[config.mk]
export PLATFORM = sky130hd
export DESIGN_NAME = fks_parallax
export DESIGN_NICKNAME = d
export VERILOG_FILES = /design/src/fks_pkg.sv /design/src/fks_parallax.sv
export SDC_FILE = /design/constraint.sdc
export NUM_CORES = 2
export LEC_CHECK = 0
export BUFFER_PORTS_ARGS = -buffer_cell sky130_fd_sc_hd__buf_2
export CAP_MARGIN = 20
export CELL_PAD_IN_SITES_DETAIL_PLACEMENT = 1
export CELL_PAD_IN_SITES_GLOBAL_PLACEMENT = 1
export CORE_MARGIN = 1.5
export CORE_UTILIZATION = 51
export DETAILED_ROUTE_END_ITERATION = 8
export PLACE_DENSITY_LB_ADDON = 0.1
export SLEW_MARGIN = 30
export SYNTH_ARGS = -nofsm -noshare
export SYNTH_HDL_FRONTEND = slang
export SYNTH_SLANG_ARGS = --single-unit
[constraint.sdc]
create_clock -name i_clk -period 14.6 [get_ports i_clk]
set_input_delay 2.92 -clock i_clk [delete_from_list [all_inputs] [get_ports i_clk]]
set_output_delay 2.92 -clock i_clk [all_outputs]
set_load 0.01 [all_outputs]
[src/fks_pkg.sv]
`timescale 1ns / 1ps
// Shared types, sizes and codes for the keyframe selector.
// No dependencies; imported by every module of the block.
package fks_pkg;

    localparam int MAX_TRACKS    = 256;
    localparam int WINDOW_FRAMES = 10;
    localparam int SLOTS         = WINDOW_FRAMES + 1;
    localparam int LEN_CAP       = (SLOTS > 15) ? 15 : SLOTS;
    localparam int TRK_W         = $clog2(MAX_TRACKS);
    localparam int CNT_W         = $clog2(MAX_TRACKS + 1);
    localparam int SLOT_W        = 4;
    localparam int PT_AW         = TRK_W + SLOT_W;
    localparam int PT_DEPTH      = MAX_TRACKS * (2 ** SLOT_W);
    localparam int SUM_W         = 32 + TRK_W;

    localparam logic [15:0] MIN_PAR_RST = 16'd1425;
    localparam logic [9:0]  MIN_TRK_RST = 10'd20;
    localparam logic [8:0]  SAT9        = 9'd511;
    localparam logic [4:0]  WIN_LAST5   = 5'(WINDOW_FRAMES - 1);
    localparam logic [4:0]  USE_LIM5    = 5'(WINDOW_FRAMES - 2);
    localparam logic [4:0]  LEN_CAP5    = 5'(LEN_CAP);
    localparam logic [TRK_W-1:0] IDX_LAST = TRK_W'(MAX_TRACKS - 1);

    typedef enum logic [1:0] {
        OP_OBSERVE     = 2'd0,
        OP_END_FRAME   = 2'd1,
        OP_DROP_OLDEST = 2'd2,
        OP_DROP_SECOND = 2'd3
    } t_op;

    typedef enum logic [1:0] {
        ST_OK         = 2'd0,
        ST_TABLE_FULL = 2'd1,
        ST_ZERO_DEPTH = 2'd2
    } t_status;

    localparam logic REG_MIN_PARALLAX = 1'b0;
    localparam logic REG_MIN_TRACKED  = 1'b1;

    typedef struct packed {
        logic signed [31:0] x;
        logic signed [31:0] y;
        logic signed [31:0] z;
    } t_point;

    typedef struct packed {
        logic [31:0] id;
        logic [3:0]  start;
        logic [3:0]  length;
    } t_meta;

    typedef struct packed {
        logic             meta_rd;
        logic             meta_we;
        logic [TRK_W-1:0] meta_addr;
        t_meta            meta_wdata;
        logic             pt_rd;
        logic [PT_AW-1:0] pt_raddr;
        logic             pt_we;
        logic [PT_AW-1:0] pt_waddr;
        t_point           pt_wdata;
        logic             vld_set;
        logic             vld_clr;
        logic [TRK_W-1:0] vld_idx;
    } t_tbl_req;

    function automatic logic [PT_AW-1:0] pt_addr(input logic [TRK_W-1:0] trk,
                                                 input logic [SLOT_W-1:0] slot);
        return {trk, slot};
    endfunction

    function automatic logic is_usable(input logic [3:0] len, input logic [3:0] start);
        return (len >= 4'd2) && ({1'b0, start} < USE_LIM5);
    endfunction

    function automatic logic [8:0] sat9(input logic [CNT_W-1:0] c);
        logic [31:0] w;
        w = 32'(c);
        return (w > 32'(SAT9)) ? SAT9 : w[8:0];
    endfunction

endpackage

[src/fks_parallax.sv]
`timescale 1ns / 1ps
// Iterative parallax unit: shared divider, one multiplier, bitwise square root.
// Depends on fks_pkg for the point record.
module fks_parallax (
    input  logic            i_clk,
    input  logic            i_rst_n,
    input  logic            i_start,
    input  fks_pkg::t_point i_pi,
    input  fks_pkg::t_point i_pj,
    output logic            o_done,
    output logic [31:0]     o_value,
    output logic            o_zero
);
    import fks_pkg::*;

    typedef enum logic [8:0] {
        P_IDLE = 9'b000000001,
        P_DIV  = 9'b000000010,
        P_SAT  = 9'b000000100,
        P_SUB  = 9'b000001000,
        P_SQA  = 9'b000010000,
        P_SQB  = 9'b000100000,
        P_ADD  = 9'b001000000,
        P_ROOT = 9'b010000000,
        P_DONE = 9'b100000000
    } t_pstate;

    t_pstate            r_st;
    logic [5:0]         r_cnt;
    logic               r_sel;
    logic               r_sign;
    logic [47:0]        r_num;
    logic [31:0]        r_den;
    logic [31:0]        r_rem;
    logic [47:0]        r_quo;
    logic signed [31:0] r_u;
    logic signed [31:0] r_v;
    logic [30:0]        r_a;
    logic [30:0]        r_b;
    logic [61:0]        r_acc;
    logic [61:0]        r_prod;
    logic [63:0]        r_rv;
    logic [63:0]        r_res;
    logic [63:0]        r_bit;
    logic [31:0]        r_val;
    logic               r_zero;

    logic [32:0] rem_sh;
    logic        div_ge;
    logic [32:0] rem_nx;
    logic [31:0] q_sat;
    logic [30:0] mul_op;
    logic [61:0] mul;
    logic [63:0] root_t;
    logic        root_ge;
    logic [63:0] res_nx;
    logic [31:0] mag_x;
    logic [31:0] mag_y;
    logic [31:0] mag_z;

    function automatic logic [31:0] mag32(input logic signed [31:0] s);
        return s[31] ? (~s + 32'd1) : s;
    endfunction

    function automatic logic [30:0] sat_abs(input logic signed [32:0] d);
        logic [32:0] nd;
        nd = d[32] ? (~d + 33'd1) : d;
        return (nd > 33'h07FFFFFFF) ? 31'h7FFFFFFF : nd[30:0];
    endfunction

    assign mag_x = mag32(i_pi.x);
    assign mag_y = mag32(i_pi.y);
    assign mag_z = mag32(i_pi.z);

    assign rem_sh = {r_rem, r_num[47]};
    assign div_ge = rem_sh >= {1'b0, r_den};
    assign rem_nx = div_ge ? (rem_sh - {1'b0, r_den}) : rem_sh;

    always_comb begin
        if (r_sign) begin
            q_sat = (r_quo > 48'h000080000000) ? 32'h80000000 : (~r_quo[31:0] + 32'd1);
        end else begin
            q_sat = (r_quo > 48'h00007FFFFFFF) ? 32'h7FFFFFFF : r_quo[31:0];
        end
    end

    assign mul_op = (r_st == P_SQA) ? r_a : r_b;
    assign mul    = mul_op * mul_op;

    assign root_t  = r_res + r_bit;
    assign root_ge = r_rv >= root_t;
    assign res_nx  = root_ge ? ((r_res >> 1) + r_bit) : (r_res >> 1);

    always_ff @(posedge i_clk) begin
        if (!i_rst_n) begin
            r_st <= P_IDLE;
        end else begin
            case (r_st)
                P_IDLE: begin
                    if (i_start) begin
                        if (i_pi.z == 32'sd0) begin
                            r_val  <= 32'hFFFFFFFF;
                            r_zero <= 1'b1;
                            r_st   <= P_DONE;
                        end else begin
                            r_zero <= 1'b0;
                            r_num  <= {mag_x, 16'd0};
                            r_den  <= mag_z;
                            r_rem  <= '0;
                            r_sign <= i_pi.x[31] ^ i_pi.z[31];
                            r_sel  <= 1'b0;
                            r_cnt  <= '0;
                            r_st   <= P_DIV;
                        end
                    end
                end
                P_DIV: begin
                    r_rem <= rem_nx[31:0];
                    r_num <= {r_num[46:0], 1'b0};
                    r_quo <= {r_quo[46:0], div_ge};
                    r_cnt <= r_cnt + 6'd1;
                    if (r_cnt == 6'd47) begin
                        r_st <= P_SAT;
                    end
                end
                P_SAT: begin
                    if (!r_sel) begin
                        r_u    <= q_sat;
                        r_num  <= {mag_y, 16'd0};
                        r_rem  <= '0;
                        r_sign <= i_pi.y[31] ^ i_pi.z[31];
                        r_sel  <= 1'b1;
                        r_cnt  <= '0;
                        r_st   <= P_DIV;
                    end else begin
                        r_v  <= q_sat;
                        r_st <= P_SUB;
                    end
                end
                P_SUB: begin
                    r_a  <= sat_abs({r_u[31], r_u} - {i_pj.x[31], i_pj.x});
                    r_b  <= sat_abs({r_v[31], r_v} - {i_pj.y[31], i_pj.y});
                    r_st <= P_SQA;
                end
                P_SQA: begin
                    r_acc <= mul;
                    r_st  <= P_SQB;
                end
                P_SQB: begin
                    r_prod <= mul;
                    r_st   <= P_ADD;
                end
                P_ADD: begin
                    r_rv  <= {2'b00, r_acc} + {2'b00, r_prod};
                    r_res <= '0;
                    r_bit <= 64'h4000000000000000;
                    r_cnt <= '0;
                    r_st  <= P_ROOT;
                end
                P_ROOT: begin
                    if (root_ge) begin
                        r_rv <= r_rv - root_t;
                    end
                    r_res <= res_nx;
                    r_bit <= r_bit >> 2;
                    r_cnt <= r_cnt + 6'd1;
                    if (r_cnt == 6'd31) begin
                        r_val <= res_nx[31:0];
                        r_st  <= P_DONE;
                    end
                end
                P_DONE: begin
                    r_st <= P_IDLE;
                end
                default: begin
                    r_st <= P_IDLE;
                end
            endcase
        end
    end

    assign o_done  = (r_st == P_DONE);
    assign o_value = r_val;
    assign o_zero  = r_zero;

endmodule

==> flow_summary.toml <==
[power]
pwr_density_cell_mw_per_mm2 = 57.11
finalPower_w = 0.004235
seqPwrFrac = 0.455
power_frac_clock = 0.448
switching_share = 0.2488
vdd.ir_drop.worst_v = 0.0001042
power.leakage_nw = 33.48
combinationalPowerShare = 0.097
power_report.internal_total_w = 0.003181
net-switching-power_w = 0.001054

[logic_synthesis]
syn_avg_cell_area_um2 = 9.346
instance_count_of_the_mapped_netlist = 7335
synth_edf_count = 593
synthTopCellsByCount = "sky130_fd_sc_hd__inv_1, sky130_fd_sc_hd__nand2_1, sky130_fd_sc_hd__fa_1"
synth_sequential_area_ratio = 0.2624
ys_types = 80
syn_area_mm2 = 0.06855
synthFlopType = "sky130_fd_sc_hd__edfxtp_1"
yosys.cell_count.top_type = "sky130_fd_sc_hd__inv_1"
synth_warnings = 0
yosys-top-cells-area = "sky130_fd_sc_hd__edfxtp_1, sky130_fd_sc_hd__fa_1, sky130_fd_sc_hd__ha_1, sky130_fd_sc_hd__inv_1, sky130_fd_sc_hd__nand2_1"
ys_async_sr_fraction = 0
post-synth-top-area-cell = "sky130_fd_sc_hd__edfxtp_1"
yosys.area.top_type_share = 0.2598
synth-seq-cells = 602
syn_nets = 8840

[placed_design]
place_worst_setup_slack_ns = 2.942
number_of_input_and_output_port_buffers_inserted = 196
gp_congestion = 0.9469
detailedPlacementHpwl_mm = 158.4

[setup_path]
worst_ep_arrival_time_ns = 12.53
cp-start-kind = "flop"
worst-setup-path-type = "flop to flop"
worst-path-buf-inv = 7
worst-endpoint-required_ns = 14.98
timing.critical_path.fanout_max = 17
crit_path_leading_delay_family = "adder cells"
crit_path_frequent_cell = "sky130_fd_sc_hd__fa_1"
timing.critical_path.slowest_stage_cell = "sky130_fd_sc_hd__clkinv_1"
cp-end-kind = "flop"
timing.critical_path.slowest_cell_delay_ns = 0.88

[floorplanning]
floorplan.die_area_mm2 = 0.1366
die_height_um = 369.6
placement_rows = 134
die_width_um = 369.6
core_area_mm2 = 0.1335
io-pin-count = 229
initial_core_util = 0.5137

[run]
maxCapViolCount = 0

[timing]
fin_crit_ns = 12.15
worst_slack_ns = 2.449
timing.clock.skew_ns = 0.04980
final_hold_viol_count = 0
grt_setup_unrepaired = "false"
timing.slew.headroom = 0.2952
layout_worst_path_cycle_share = 0.8323
worst-slew-pin-transition_ns = 1.055
final.setup.tns_ns = 0
slew_violations = 0
report.final.setup_viol = 0
fmaxAchievable_mhz = 82.30

[drt]
drt_iter0_drc = 2667
avgRoutedWirePerCell_um = 21.83
ant_nets = 0
dr_total_vias = 53480
detail_route.wirelength_mm = 202.4
detailedRoute.firstPassIterationCount = 5
via_per_inst = 5.768
route.detailed.drc = 0

[clock_tree]
ctsResizeCount = 0
cts-hold-fix-buffers = 0
cts.reportedPaths.clkPinSlew_ns = 0.06
h_tree_levels = 3
maximum_clock_insertion_buffer_count = 3
tritoncts_clock_tree = "built"
cts_inserted_buffers = 75
insertion_delay_ns = 0.66
clock_sinks = 602
cts_root_buf = "sky130_fd_sc_hd__clkbuf_16"
postCtsSetupBuffers = 0

[global_route]
global_route_wire_length_before_repair_mm = 321.3
antenna_violations_before_repair = 6
grt.total_usage = 0.2986
grt_start_max_net_pins = 87
overflow = 0
grt_pass1_vias = 58530

[run_status]
status = "complete, no violations"

[cells_and_area]
fin_util = 0.5556
final_layout_size_suffix_gt1_frac = 0.06561
num-nets-final = 8943
layout.filler_cells = 15430
area_growth_syn_to_layout_pct = 8.160

[worst_hold_path]
worst_hold_path_type = "flop to flop"
## flip-flops by register name, indices dropped and copies added (netlist names), 48 cells and up
| signal | cells |
|---|---|
| r_acc | 61 |
| r_rv | 64 |
| r_prod | 61 |
| r_quo | 48 |
| r_res | 64 |
## per-stage QoR
step	instances	hold slack [ns]	instance area [um^2]
3_3_place_gp	9126	0.4290	71510
6_report	9273	0.4539	74150
3_5_place_dp	9127	0.4374	71550
4_1_cts	9265	0.4510	74070
5_1_grt	9273	0.4719	74150
2_1_floorplan	7335	0.4268	68550
## placed cells by master, fill, tap and decap left out, types with 196 or more instances in the layout
cell type                  count
sky130_fd_sc_hd__a21oi_1     391
sky130_fd_sc_hd__buf_2       196
sky130_fd_sc_hd__edfxtp_1    593
sky130_fd_sc_hd__fa_1        758
sky130_fd_sc_hd__ha_1        552
sky130_fd_sc_hd__inv_1      1172
sky130_fd_sc_hd__nand2_1     769
sky130_fd_sc_hd__nor2_1      620
sky130_fd_sc_hd__o21ai_0     312
sky130_fd_sc_hd__xnor2_1     276
sky130_fd_sc_hd__xor2_1      238
## final cells by class
cell class	instances	area [um^2]	area share
Clock inverter	49	534.3	0.007205
Multi-Input combinational cell	5300	45320	0.6112
Timing Repair Buffer	276	1653	0.02229
Antenna cell	6	15.01	0.0002025
Clock buffer	89	1982	0.02673
Sequential cell	602	17990	0.2426
Inverter	1183	4443	0.05992
Tap cell	1768	2212	0.02983
## kinds of logic (layout without fill, tap and decap cells)
kind of cell / count (synthesis) / count (layout) / share of synthesized area
compound gates: 1438 / 1438 / 0.1336
mux: 40 / 40 / 0.005877
fa+ha+maj: 1310 / 1310 / 0.3221
buf+inv: 1433 / 1597 / 0.07894
flops: 602 / 602 / 0.2624
other cells: 0 / 6 / 0
simple gates: 1998 / 1998 / 0.1314
xor+xnor: 514 / 514 / 0.06567
## worst reg2reg max path, delay by kind of cell (launching register included)
kind / cells / cell delay, ns
AOI/OAI and AO/OA: 9 / 2.72
xor gates and xnor gates: 1 / 0.10
adders and majority gates: 9 / 4.41
buffers and inverters: 7 / 1.75
DFF: 1 / 0.36
and+or+nand+nor: 9 / 2.57
## path summary, 6_finish.rpt
path / slack (ns) / startpoint / to / cells after the start
setup / recovery: 2.45 / r_st[6] / r_prod[61] / 35
hold reg to reg: 0.45 / r_quo[35] / r_quo[36] / 0
hold / removal: 0.45 / r_quo[35] / r_quo[36] / 0
setup reg to reg: 2.45 / r_st[6] / r_prod[61] / 35
## power groups by stage
stage                     clock (W)  sequential (W)  combinational, W
final                       0.00190         0.00193          0.000410
after CTS                   0.00194         0.00193          0.000411
after floorplan                   0         0.00196          0.000285
after global routing        0.00199         0.00193          0.000457
after global placement            0         0.00196          0.000392
after detailed placement          0         0.00196          0.000407
## per-layer routing
layer	vias to the layer above	track usage	routed length, um
met3	408	0.03225	7452
li1	24800	-	-
met5	-	0	0
met1	27200	0.3684	83020
met2	1075	0.5350	103600
met4	0	0.1140	8389
(Power assumes the default switching activity.)
